File: config.mk
export PLATFORM = sky130hd
export DESIGN_NAME = hashed_block_buffer_cache
export DESIGN_NICKNAME = d
export VERILOG_FILES = /design/src/hdl/hbbc_pkg.sv /design/src/hdl/hashed_block_buffer_cache.sv /design/src/hdl/hbbc_tag_ram.sv /design/src/hdl/hbbc_mod_unit.sv
export SDC_FILE = /design/constraint.sdc
export NUM_CORES = 2
export LEC_CHECK = 0
export BUFFER_PORTS_ARGS = -buffer_cell sky130_fd_sc_hd__buf_2
export CORE_MARGIN = 4
export CORE_UTILIZATION = 30
export DETAILED_ROUTE_END_ITERATION = 16
export GPL_ROUTABILITY_DRIVEN = 0
export GPL_TIMING_DRIVEN = 0
export HOLD_SLACK_MARGIN = 0.06
export PLACE_DENSITY = 0.56
export SLEW_MARGIN = 20
export SYNTH_ARGS = -nofsm -noshare
export SYNTH_HDL_FRONTEND = slang
export SYNTH_HIERARCHICAL = 1
export SYNTH_SLANG_ARGS = --single-unit
File: constraint.sdc
create_clock -name i_clk -period 5.4 [get_ports i_clk]
set_clock_uncertainty 0.05 [all_clocks]
set_input_delay 0.54 -clock i_clk [delete_from_list [all_inputs] [get_ports i_clk]]
set_output_delay 0.54 -clock i_clk [all_outputs]
set_load 0.01 [all_outputs]
File: src/hdl/hbbc_pkg.sv
// ----------------------------------------------------------------------------
// hbbc_pkg
// shared types and constants of the hashed block buffer cache
// ----------------------------------------------------------------------------
package hbbc_pkg;

    localparam int BUFFER_COUNT = 30;
    localparam int BUCKET_COUNT = 13;
    localparam int ADDR_W       = $clog2(BUFFER_COUNT);
    localparam int BUCKET_W     = (BUCKET_COUNT > 1) ? $clog2(BUCKET_COUNT) : 1;
    localparam int BLOCK_W      = 32;
    localparam int DEVICE_W     = 8;
    localparam int COUNT_W      = 8;
    localparam int SLOT_W       = 6;
    localparam logic [COUNT_W-1:0] COUNT_MAX = 8'hFF;

    typedef enum logic [1:0] {
        OP_GET     = 2'd0,
        OP_RELEASE = 2'd1,
        OP_PIN     = 2'd2,
        OP_UNPIN   = 2'd3
    } t_op;

    typedef enum logic [1:0] {
        ST_OK        = 2'd0,
        ST_NO_FREE   = 2'd1,
        ST_UNDERFLOW = 2'd2,
        ST_OVERFLOW  = 2'd3
    } t_status;

    typedef struct packed {
        logic [DEVICE_W-1:0] device;
        logic [BLOCK_W-1:0]  block;
        logic                valid;
        logic [COUNT_W-1:0]  count;
        logic [BUCKET_W-1:0] bucket;
        logic [ADDR_W-1:0]   rank;
    } t_entry;

endpackage

File: src/hdl/hashed_block_buffer_cache.sv
// ----------------------------------------------------------------------------
// hashed_block_buffer_cache
// tag store for a hashed pool of block buffers with reference counts and lru
// ----------------------------------------------------------------------------
// One item is worked at a time and every item gives one result transfer.
// After reset a clearing pass writes the reset tags, buckets and ranks into
// every slot of the tag memory; no item is taken meanwhile.
// Release, pin and unpin read the slot at accept and write it back (one
// memory read, at most one write); a slot out of range goes straight to the
// result. A get hashes the block number (one byte per cycle), then sweeps the
// tag memory for the lookup and the victim search, decides and hands over the
// result. A miss that retags a buffer adds a second sweep over the tag memory
// that renumbers the recency ranks. A release that drops a count to zero
// takes the hash and the rank sweep. A result still stalled in the output
// register holds the next one back. The tag memory has a single read port,
// so each sweep reads the slots one after another.
// ----------------------------------------------------------------------------
module hashed_block_buffer_cache (
    input  logic        i_clk,
    input  logic        i_rst_n,
    // request channel
    input  logic        i_in_valid,
    output logic        o_in_stall,
    input  logic [1:0]  i_operation,
    input  logic [7:0]  i_device_id,
    input  logic [31:0] i_block_number,
    input  logic [5:0]  i_buffer_slot,
    // result channel
    output logic        o_out_valid,
    input  logic        i_out_stall,
    output logic [5:0]  o_slot_index,
    output logic        o_was_hit,
    output logic        o_needs_read,
    output logic [1:0]  o_status
);

    localparam int AW = hbbc_pkg::ADDR_W;
    localparam int N  = hbbc_pkg::BUFFER_COUNT;

    typedef enum logic [7:0] {
        S_INIT   = 8'b0000_0001,
        S_IDLE   = 8'b0000_0010,
        S_HASH   = 8'b0000_0100,
        S_SCAN   = 8'b0000_1000,
        S_DECIDE = 8'b0001_0000,
        S_OPEX   = 8'b0010_0000,
        S_SWEEP  = 8'b0100_0000,
        S_DONE   = 8'b1000_0000
    } t_state;

    t_state r_state, n_state;

    // memory port signals
    logic                   mem_re;
    logic [AW-1:0]          mem_raddr;
    hbbc_pkg::t_entry       mem_rdata;
    logic                   mem_we;
    logic [AW-1:0]          mem_waddr;
    hbbc_pkg::t_entry       mem_wdata;

    // hash unit
    logic                          hash_start;
    logic [31:0]                   hash_value;
    logic                          hash_done;
    logic [hbbc_pkg::BUCKET_W-1:0] hash_rem;

    // sweep pointer and read pipeline
    logic [AW:0]   r_ptr;
    logic          r_pend;
    logic [AW-1:0] r_pidx;
    logic          issue;
    logic          last_data;
    logic [hbbc_pkg::BUCKET_W-1:0] r_init_bkt;

    // request latch
    logic [1:0]  r_op;
    logic [7:0]  r_dev;
    logic [31:0] r_blk;
    logic [5:0]  r_slot;
    logic [hbbc_pkg::BUCKET_W-1:0] r_hash;

    // lookup and victim search results
    logic                   r_hit_f;
    logic [AW-1:0]          r_hit_idx;
    hbbc_pkg::t_entry       r_hit_rec;
    logic                   r_vic_f;
    logic [AW-1:0]          r_vic_idx;
    logic [hbbc_pkg::BUCKET_W+AW-1:0] r_vic_key;

    // target of the rank sweep
    logic [AW-1:0]          r_tgt;
    logic [AW-1:0]          r_tgt_rank;
    hbbc_pkg::t_entry       r_tgt_rec;

    // pending result and output register
    logic [5:0] r_res_slot;
    logic       r_res_hit;
    logic       r_res_rd;
    logic [1:0] r_res_st;
    logic       r_out_valid;
    logic [5:0] r_out_slot;
    logic       r_out_hit;
    logic       r_out_rd;
    logic [1:0] r_out_st;

    logic in_xfer;
    logic out_free;
    logic slot_oor;
    logic scan_match;
    logic scan_better;
    logic scan_free;
    logic [hbbc_pkg::BUCKET_W+AW-1:0] scan_key;
    hbbc_pkg::t_entry hit_wr;
    hbbc_pkg::t_entry op_wr;
    hbbc_pkg::t_entry sweep_wr;
    hbbc_pkg::t_entry init_wr;

    hbbc_tag_ram u_ram (
        .i_clk   (i_clk),
        .i_re    (mem_re),
        .i_raddr (mem_raddr),
        .o_rdata (mem_rdata),
        .i_we    (mem_we),
        .i_waddr (mem_waddr),
        .i_wdata (mem_wdata)
    );

    hbbc_mod_unit u_mod (
        .i_clk   (i_clk),
        .i_rst_n (i_rst_n),
        .i_start (hash_start),
        .i_value (hash_value),
        .o_done  (hash_done),
        .o_rem   (hash_rem)
    );

    assign o_in_stall = (r_state != S_IDLE);
    assign in_xfer    = i_in_valid && (r_state == S_IDLE);
    assign out_free   = !r_out_valid || !i_out_stall;
    assign slot_oor   = {1'b0, i_buffer_slot} >= 7'(N);

    // reads are issued for every slot in turn during scan and sweep
    assign issue     = ((r_state == S_SCAN) || (r_state == S_SWEEP)) && (r_ptr < (AW+1)'(N));
    assign last_data = r_pend && (r_pidx == AW'(N - 1));

    always_comb begin
        mem_re    = 1'b0;
        mem_raddr = r_ptr[AW-1:0];
        if (issue) begin
            mem_re = 1'b1;
        end else if (in_xfer && (i_operation != hbbc_pkg::OP_GET) && !slot_oor) begin
            mem_re    = 1'b1;
            mem_raddr = i_buffer_slot[AW-1:0];
        end
    end

    // hash start: get at accept, release to zero from the stored tag
    always_comb begin
        hash_start = 1'b0;
        hash_value = i_block_number;
        if (in_xfer && (i_operation == hbbc_pkg::OP_GET)) begin
            hash_start = 1'b1;
        end else if (r_state == S_OPEX && r_op == hbbc_pkg::OP_RELEASE
                     && mem_rdata.count == 8'd1) begin
            hash_start = 1'b1;
            hash_value = mem_rdata.block;
        end
    end

    // lookup: most recent matching tag in the hashed bucket
    // victim: free buffer with smallest bucket, then smallest rank
    always_comb begin
        scan_match  = (mem_rdata.bucket == r_hash) && (mem_rdata.device == r_dev)
                      && (mem_rdata.block == r_blk);
        scan_better = !r_hit_f || (mem_rdata.rank > r_hit_rec.rank);
        scan_free   = (mem_rdata.count == '0);
        scan_key    = {mem_rdata.bucket, mem_rdata.rank};
    end

    // write data for each case
    always_comb begin
        hit_wr       = r_hit_rec;
        hit_wr.valid = 1'b1;
        if (r_hit_rec.count != hbbc_pkg::COUNT_MAX) begin
            hit_wr.count = r_hit_rec.count + 1'b1;
        end

        op_wr = mem_rdata;
        if (r_op == hbbc_pkg::OP_PIN) begin
            op_wr.count = mem_rdata.count + 1'b1;
        end else begin
            op_wr.count = mem_rdata.count - 1'b1;
        end

        sweep_wr = mem_rdata;
        if (r_pidx == r_tgt) begin
            sweep_wr = r_tgt_rec;
        end else if (mem_rdata.rank > r_tgt_rank) begin
            sweep_wr.rank = mem_rdata.rank - 1'b1;
        end

        init_wr        = '0;
        init_wr.bucket = r_init_bkt;
        init_wr.rank   = r_ptr[AW-1:0];
    end

    always_comb begin
        mem_we    = 1'b0;
        mem_waddr = r_pidx;
        mem_wdata = sweep_wr;
        unique case (r_state)
            S_INIT: begin
                mem_we    = 1'b1;
                mem_waddr = r_ptr[AW-1:0];
                mem_wdata = init_wr;
            end
            S_DECIDE: begin
                mem_we    = r_hit_f;
                mem_waddr = r_hit_idx;
                mem_wdata = hit_wr;
            end
            S_OPEX: begin
                mem_waddr = r_slot[AW-1:0];
                mem_wdata = op_wr;
                if (r_op == hbbc_pkg::OP_PIN) begin
                    mem_we = (mem_rdata.count != hbbc_pkg::COUNT_MAX);
                end else begin
                    mem_we = (mem_rdata.count != '0);
                end
            end
            S_SWEEP: begin
                mem_we = r_pend;
            end
            default: begin
                mem_we = 1'b0;
            end
        endcase
    end

    // next state
    always_comb begin
        n_state = r_state;
        unique case (r_state)
            S_INIT: begin
                if (r_ptr == (AW+1)'(N - 1)) begin
                    n_state = S_IDLE;
                end
            end
            S_IDLE: begin
                if (in_xfer) begin
                    if (i_operation == hbbc_pkg::OP_GET) begin
                        n_state = S_HASH;
                    end else if (slot_oor) begin
                        n_state = S_DONE;
                    end else begin
                        n_state = S_OPEX;
                    end
                end
            end
            S_HASH: begin
                if (hash_done) begin
                    n_state = (r_op == hbbc_pkg::OP_GET) ? S_SCAN : S_SWEEP;
                end
            end
            S_SCAN: begin
                if (last_data) begin
                    n_state = S_DECIDE;
                end
            end
            S_DECIDE: begin
                n_state = (!r_hit_f && r_vic_f) ? S_SWEEP : S_DONE;
            end
            S_OPEX: begin
                if (r_op == hbbc_pkg::OP_RELEASE && mem_rdata.count == 8'd1) begin
                    n_state = S_HASH;
                end else begin
                    n_state = S_DONE;
                end
            end
            S_SWEEP: begin
                if (last_data) begin
                    n_state = S_DONE;
                end
            end
            S_DONE: begin
                if (out_free) begin
                    n_state = S_IDLE;
                end
            end
            default: begin
                n_state = S_IDLE;
            end
        endcase
    end

    // control registers
    always_ff @(posedge i_clk) begin
        if (!i_rst_n) begin
            r_state     <= S_INIT;
            r_ptr       <= '0;
            r_pend      <= 1'b0;
            r_init_bkt  <= '0;
            r_out_valid <= 1'b0;
        end else begin
            r_state <= n_state;
            r_pend  <= issue;
            // pointer: clearing pass, then reused by scan and sweep
            if (r_state == S_INIT) begin
                if (n_state != S_INIT) begin
                    r_ptr <= '0;
                end else begin
                    r_ptr <= r_ptr + 1'b1;
                end
                if (r_init_bkt == hbbc_pkg::BUCKET_W'(hbbc_pkg::BUCKET_COUNT - 1)) begin
                    r_init_bkt <= '0;
                end else begin
                    r_init_bkt <= r_init_bkt + 1'b1;
                end
            end else if (issue) begin
                r_ptr <= r_ptr + 1'b1;
            end else if (n_state == S_SCAN || n_state == S_SWEEP) begin
                if (r_state != S_SCAN && r_state != S_SWEEP) begin
                    r_ptr <= '0;
                end
            end else if (r_state == S_SCAN && n_state == S_DECIDE) begin
                r_ptr <= '0;
            end
            // output register, loaded while the previous transfer drains
            if (r_state == S_DONE && out_free) begin
                r_out_valid <= 1'b1;
            end else if (!i_out_stall) begin
                r_out_valid <= 1'b0;
            end
        end
    end

    // payload registers
    always_ff @(posedge i_clk) begin
        r_pidx <= r_ptr[AW-1:0];
        if (in_xfer) begin
            r_op       <= i_operation;
            r_dev      <= i_device_id;
            r_blk      <= i_block_number;
            r_slot     <= i_buffer_slot;
            r_hit_f    <= 1'b0;
            r_vic_f    <= 1'b0;
            r_res_slot <= i_buffer_slot;
            r_res_hit  <= 1'b0;
            r_res_rd   <= 1'b0;
            r_res_st   <= hbbc_pkg::ST_OK;
        end
        if (r_state == S_HASH && hash_done) begin
            r_hash           <= hash_rem;
            r_tgt_rec.bucket <= hash_rem;
        end
        if (r_state == S_SCAN && r_pend) begin
            if (scan_match && scan_better) begin
                r_hit_f   <= 1'b1;
                r_hit_idx <= r_pidx;
                r_hit_rec <= mem_rdata;
            end
            if (scan_free && (!r_vic_f || scan_key < r_vic_key)) begin
                r_vic_f   <= 1'b1;
                r_vic_idx <= r_pidx;
                r_vic_key <= scan_key;
            end
        end
        if (r_state == S_DECIDE) begin
            if (r_hit_f) begin
                r_res_slot <= 6'(r_hit_idx);
                r_res_hit  <= 1'b1;
                r_res_rd   <= !r_hit_rec.valid;
                r_res_st   <= (r_hit_rec.count == hbbc_pkg::COUNT_MAX)
                              ? hbbc_pkg::ST_OVERFLOW : hbbc_pkg::ST_OK;
            end else if (!r_vic_f) begin
                r_res_slot <= '0;
                r_res_st   <= hbbc_pkg::ST_NO_FREE;
            end else begin
                // retag the victim as most recent in the hashed bucket
                r_res_slot <= 6'(r_vic_idx);
                r_res_rd   <= 1'b1;
                r_tgt      <= r_vic_idx;
                r_tgt_rank <= r_vic_key[AW-1:0];
                r_tgt_rec  <= '{device: r_dev, block: r_blk, valid: 1'b1,
                                count: 8'd1, bucket: r_hash, rank: AW'(N - 1)};
            end
        end
        if (r_state == S_OPEX) begin
            if (r_op == hbbc_pkg::OP_PIN) begin
                if (mem_rdata.count == hbbc_pkg::COUNT_MAX) begin
                    r_res_st <= hbbc_pkg::ST_OVERFLOW;
                end
            end else if (mem_rdata.count == '0) begin
                r_res_st <= hbbc_pkg::ST_UNDERFLOW;
            end
            // release to zero: bucket follows once the hash is done
            r_tgt      <= r_slot[AW-1:0];
            r_tgt_rank <= mem_rdata.rank;
            r_tgt_rec  <= '{device: mem_rdata.device, block: mem_rdata.block,
                            valid: mem_rdata.valid, count: '0,
                            bucket: mem_rdata.bucket, rank: AW'(N - 1)};
        end
        if (r_state == S_DONE && out_free) begin
            r_out_slot <= r_res_slot;
            r_out_hit  <= r_res_hit;
            r_out_rd   <= r_res_rd;
            r_out_st   <= r_res_st;
        end
    end

    assign o_out_valid  = r_out_valid;
    assign o_slot_index = r_out_slot;
    assign o_was_hit    = r_out_hit;
    assign o_needs_read = r_out_rd;
    assign o_status     = r_out_st;

endmodule

File: src/hdl/hbbc_tag_ram.sv
// ----------------------------------------------------------------------------
// hbbc_tag_ram
// per-buffer tag memory, one write and one registered read per cycle
// ----------------------------------------------------------------------------
module hbbc_tag_ram (
    input  logic                       i_clk,
    input  logic                       i_re,
    input  logic [hbbc_pkg::ADDR_W-1:0] i_raddr,
    output hbbc_pkg::t_entry           o_rdata,
    input  logic                       i_we,
    input  logic [hbbc_pkg::ADDR_W-1:0] i_waddr,
    input  hbbc_pkg::t_entry           i_wdata
);

    hbbc_pkg::t_entry r_mem [hbbc_pkg::BUFFER_COUNT];
    hbbc_pkg::t_entry r_rdata;

    always_ff @(posedge i_clk) begin
        if (i_we) begin
            r_mem[i_waddr] <= i_wdata;
        end
        if (i_re) begin
            r_rdata <= r_mem[i_raddr];
        end
    end

    assign o_rdata = r_rdata;

endmodule

File: src/hdl/hbbc_mod_unit.sv
// ----------------------------------------------------------------------------
// hbbc_mod_unit
// block number modulo bucket count, one byte per cycle from constant tables
// ----------------------------------------------------------------------------
module hbbc_mod_unit (
    input  logic                         i_clk,
    input  logic                         i_rst_n,
    input  logic                         i_start,
    input  logic [hbbc_pkg::BLOCK_W-1:0]  i_value,
    output logic                         o_done,
    output logic [hbbc_pkg::BUCKET_W-1:0] o_rem
);

    localparam int BW    = hbbc_pkg::BUCKET_W;
    localparam int B     = hbbc_pkg::BUCKET_COUNT;
    localparam int STEPS = hbbc_pkg::BLOCK_W / 8;
    localparam int CNT_W = $clog2(STEPS);

    logic [hbbc_pkg::BLOCK_W-1:0]  r_sh;
    logic [BW-1:0]                 r_rem;
    logic [CNT_W-1:0]              r_cnt;
    logic                          r_busy;
    logic                          r_done;
    logic [BW:0]                   n_sum;
    logic [BW-1:0]                 n_rem;

    // residue tables: (r * 256) mod B and byte mod B
    logic [BW-1:0] c_hi [2**BW];
    logic [BW-1:0] c_lo [256];

    for (genvar g = 0; g < 2**BW; g++) begin : g_hi
        assign c_hi[g] = BW'((g * 256) % B);
    end

    for (genvar g = 0; g < 256; g++) begin : g_lo
        assign c_lo[g] = BW'(g % B);
    end

    // both terms are below the divisor, one subtract brings the sum back
    always_comb begin
        n_sum = {1'b0, c_hi[r_rem]} + {1'b0, c_lo[r_sh[hbbc_pkg::BLOCK_W-1 -: 8]]};
        if (n_sum >= (BW+1)'(B)) begin
            n_rem = BW'(n_sum - (BW+1)'(B));
        end else begin
            n_rem = BW'(n_sum);
        end
    end

    always_ff @(posedge i_clk) begin
        if (!i_rst_n) begin
            r_busy <= 1'b0;
            r_done <= 1'b0;
            r_cnt  <= '0;
        end else begin
            r_done <= 1'b0;
            if (i_start) begin
                r_busy <= 1'b1;
                r_cnt  <= '0;
                r_sh   <= i_value;
                r_rem  <= '0;
            end else if (r_busy) begin
                r_rem <= n_rem;
                r_sh  <= r_sh << 8;
                r_cnt <= r_cnt + 1'b1;
                if (r_cnt == CNT_W'(STEPS - 1)) begin
                    r_busy <= 1'b0;
                    r_done <= 1'b1;
                end
            end
        end
    end

    assign o_done = r_done;
    assign o_rem  = r_rem;

endmodule
==> results summary <==
The first global-routing pass estimated 348000 um of wire. The worst setup path is captured at a register. Of all nets on the critical path, the largest fanout is 17. The mean routed wirelength per cell came out at 27.4 um. The overflow left after global routing came out at 0. The slowest stage of the critical path is the sky130_fd_sc_hd__mux2_2 cell.

Setup repair after global routing could not meet its margin everywhere. For this run, the top clock speed supported by timing is 0.189 GHz. The mean number of vias per cell came out at 5.29. The share of total power dissipated in the clock network is 0.310. The initial utilization of the core area, before any placement, comes to 0.302. The internal power consumption is 31.9 mW. The min-delay analysis places its worst path in the category reg2reg. The critical path goes through clkbuf_1, nor4_2, and4b_1, nand2_2, inv_6, and3_1, buf_2, mux2_2, buf_4, buf_2, nand3b_1, buf_2, o22ai_1, nor4_4. The library cell used most frequently in the layout, excluding fill and tap cells, is sky130_fd_sc_hd__edfxtp_1. The final layout contains routed wiring with a total length of 247000 um.

The worst-case IR drop observed on VDD is 330 uV. The fraction of power consumed by combinational cells is 0.241. The region available for standard cell placement spans 0.277 mm^2. The setup slack after placement is -1.10 ns.

For this design the ratio of total power to cell area is 458 mW/mm^2. The final count of pins violating max slew came out at 0. The cell count after placement is 8528.

At the pin with the least slew margin, the transition time is 1.33 ns. The relative slew slack is 0.116. The number of buffers created by CTS came out at 209. The ratio of cells with drive above 1 in the final layout is 0.219. The net count after synthesis came out at 4713. The die extent in y came out at 536 um.

The count of different cell masters after synthesis is 103. The sequential cell area fraction in the yosys report came out at 0.739. The net count reported at finish is 5214. The flow ran to the end, and the final reports show no timing, DRC or antenna violations. Ranked by total cell area, the synthesized netlist is headed by sky130_fd_sc_hd__edfxtp_1 73%, sky130_fd_sc_hd__mux4_2 5.8%, sky130_fd_sc_hd__mux2i_1 5.3%, sky130_fd_sc_hd__a22oi_1 1.7%, sky130_fd_sc_hd__dfxtp_1 0.96%. The count of H-tree levels built during CTS came out at 4.

The register-to-register setup slack is 0.12 ns. The yosys synthesis warning count came out at 6. Clock-pin slew was measured on the worst setup and hold paths at 0.06 ns. The iteration-0 DRC count of the detailed router came out at 6413.

The floorplan row count is 193. The vias after detailed routing came out at 47600. The library cells used most frequently in the layout, excluding fill and tap cells, are 2029 x sky130_fd_sc_hd__edfxtp_1, 442 x sky130_fd_sc_hd__mux2i_1, 215 x sky130_fd_sc_hd__mux4_2, 211 x sky130_fd_sc_hd__clkbuf_16, 191 x sky130_fd_sc_hd__a22oi_1. The area growth from synthesis to final layout came out at 19.5%. The data required time of the critical path is 5.90 ns. TritonCTS built the clock tree. The number of detailed-route iterations in the first pass came out at 8. CTS saw 2069 sinks. The most used flip-flop cell after synthesis is sky130_fd_sc_hd__edfxtp_1.

The critical path is of the reg2reg type. Dividing the final minimum period by the clock period gives 0.978. The clock tree root buffer cell is sky130_fd_sc_hd__clkbuf_16. The share of flip-flops with an asynchronous set or reset came out at 0. The post-DP HPWL came out at 168000 um. The post-route core utilization came out at 0.361. The largest incremental delay on the critical path is 0.55 ns. Entering global routing, the biggest net connects 59 pins. During I/O placement, the number of pins put on the boundary was 64. The number of antenna violations at the first check in global routing came to 19. Of the total power, the share spent switching nets is 0.301. The leakage power summed over all cells came out at 31.9 nW. The maximum buffer depth of the clock tree is 3. After synthesis, the mean cell area works out to 18.1 um^2. The routed design could run at a clock period as short as 5.28 ns. In the global route stage, overall resource usage came out at 0.167. The final-report hold violation count is 0.

The worst setup path is launched from a register. The count of state elements after synthesis is 2069. Of the total power, registers draw 0.449. Setup violations remaining at the end of the flow were counted as 0. The die covers 0.287 mm^2.

The largest total area in the synthesized netlist belongs to sky130_fd_sc_hd__edfxtp_1. The net switching power of the design came out at 13.8 mW. The number of global-route vias before repair was 46300. The max capacitance violation total is 0. In this design, the critical path's most frequently occurring cell is sky130_fd_sc_hd__buf_2. The synthesized cell area came out at 0.0835 mm^2. The summed negative setup slack over all endpoints is 0 ns.

Yosys mapped a number of flops with a built-in enable equal to 2029. The number of remaining DRC errors came out at 0. The count of port buffers added during placement came out at 63. At the later pin of the worst-skew pair, clock insertion delay measures 0.85 ns. The die boundary width came out at 536 um. The share of the synthesized area in the top cell type came out at 0.729.

Synthesis produced 4611 cells. Leaving out filler cells and counting taps, the final layout contains 8996. Setup slack closes at 0.119 ns. The arrival time reported for the critical path endpoint came out at 5.78 ns. The remaining antenna violation count is 0. Across all hold checks on the routed design, the worst slack comes to 0.301 ns.
==> kinds of logic after synthesis <==
logic type      synth area share
mux                        0.119
xor+xnor                 0.00671
buf+inv                   0.0242
simple gates              0.0366
flops                      0.739
compound gates            0.0666
fa+ha+maj                0.00758
==> timing repair <==
item | CTS | global route
gates cloned | 0 | 0
endpoints found under the setup margin | 240 | 462
buffers inserted | 10 | 17
pin swaps | 4 | 8
resized for setup | 44 | 24
hold buffers | 51 | 0
endpoints found under the hold margin | 87 | 0
==> worst max-delay path: cells and delay by family, from the launching register on <==
family                 cells  cell delay [ns]
flip-flops                 1             0.30
buffers and inverters      6             1.68
AO/OA/AOI/OAI              1             0.22
AND/OR/NAND/NOR            6             2.12
multiplexers               1             0.55
==> final cells by class <==
type	count	area (um^2)
Antenna cell	7	17.5
Buffer	274	1730
Clock buffer	261	5470
Clock inverter	122	1210
Fill cell	25600	177000
Inverter	89	339
Multi-Input combinational cell	2178	20600
Sequential cell	2069	61700
Tap cell	3705	4640
Timing Repair Buffer	291	4130
==> power by group through the flow <==
stage,clock network (mW),logic (mW),registers (mW)
global route,15.1,11.5,20.6
floorplan,0,5.65,20.8
finish,14.2,11.0,20.5
detailed placement,0,10.6,20.9
CTS,14.4,10.9,20.5
global placement,0,9.41,20.9
==> cell usage after synthesis, types with 61 or more instances <==
library cell,count
sky130_fd_sc_hd__a21oi_1,67
sky130_fd_sc_hd__a22oi_1,191
sky130_fd_sc_hd__buf_2,92
sky130_fd_sc_hd__clkbuf_1,71
sky130_fd_sc_hd__edfxtp_1,2029
sky130_fd_sc_hd__inv_1,84
sky130_fd_sc_hd__mux2_2,61
sky130_fd_sc_hd__mux2i_1,442
sky130_fd_sc_hd__mux4_2,215
sky130_fd_sc_hd__nand2_1,185
sky130_fd_sc_hd__nor2_1,98
sky130_fd_sc_hd__o21ai_0,96
sky130_fd_sc_hd__o22ai_1,65
==> stage by stage <==
step                      total power, mW  cell area (um^2)
after global placement               30.4             88500
after floorplan                      26.4             83600
after global routing                 47.2             99800
after CTS                            45.9             99600
final                                45.7             99800
after detailed placement             31.5             92100
==> final timing paths <==
check / start / end / depth (start not counted)
max: r_state[2]$_SDFF_PN0_ / u_ram/o_rdata[17]$_DFFE_PP_ / 14
max reg2reg: r_state[2]$_SDFF_PN0_ / u_ram/o_rdata[17]$_DFFE_PP_ / 14
min: r_ptr[4]$_SDFFE_PN0P_ / r_pidx[4]$_DFF_P_ / 0
min reg2reg: r_ptr[4]$_SDFFE_PN0P_ / r_pidx[4]$_DFF_P_ / 0
==> registers in the layout, summed over array words and instances (netlist names), 6 cells and up <==
name / flops
r_dev: 8
r_hit_rec: 9
u_ram/o_rdata: 58
r_vic_key: 9
u_ram/r_mem: 1740
r_state: 8
r_blk: 32
hit_wr: 49
u_mod/r_sh: 32
r_ptr: 6
o_slot_index: 6
r_tgt_rec: 46
r_res_slot: 6
==> per-layer routing <==
layer / part of all wire / wire, um / GRT usage
met1: 0.41 / 102000 / 0.231
met2: 0.47 / 116000 / 0.269
met4: 0.027 / 6570 / 0.0464
met5: 0.00019 / 48 / 0
met3: 0.089 / 22100 / 0.0320
(Power assumes the default switching activity.)
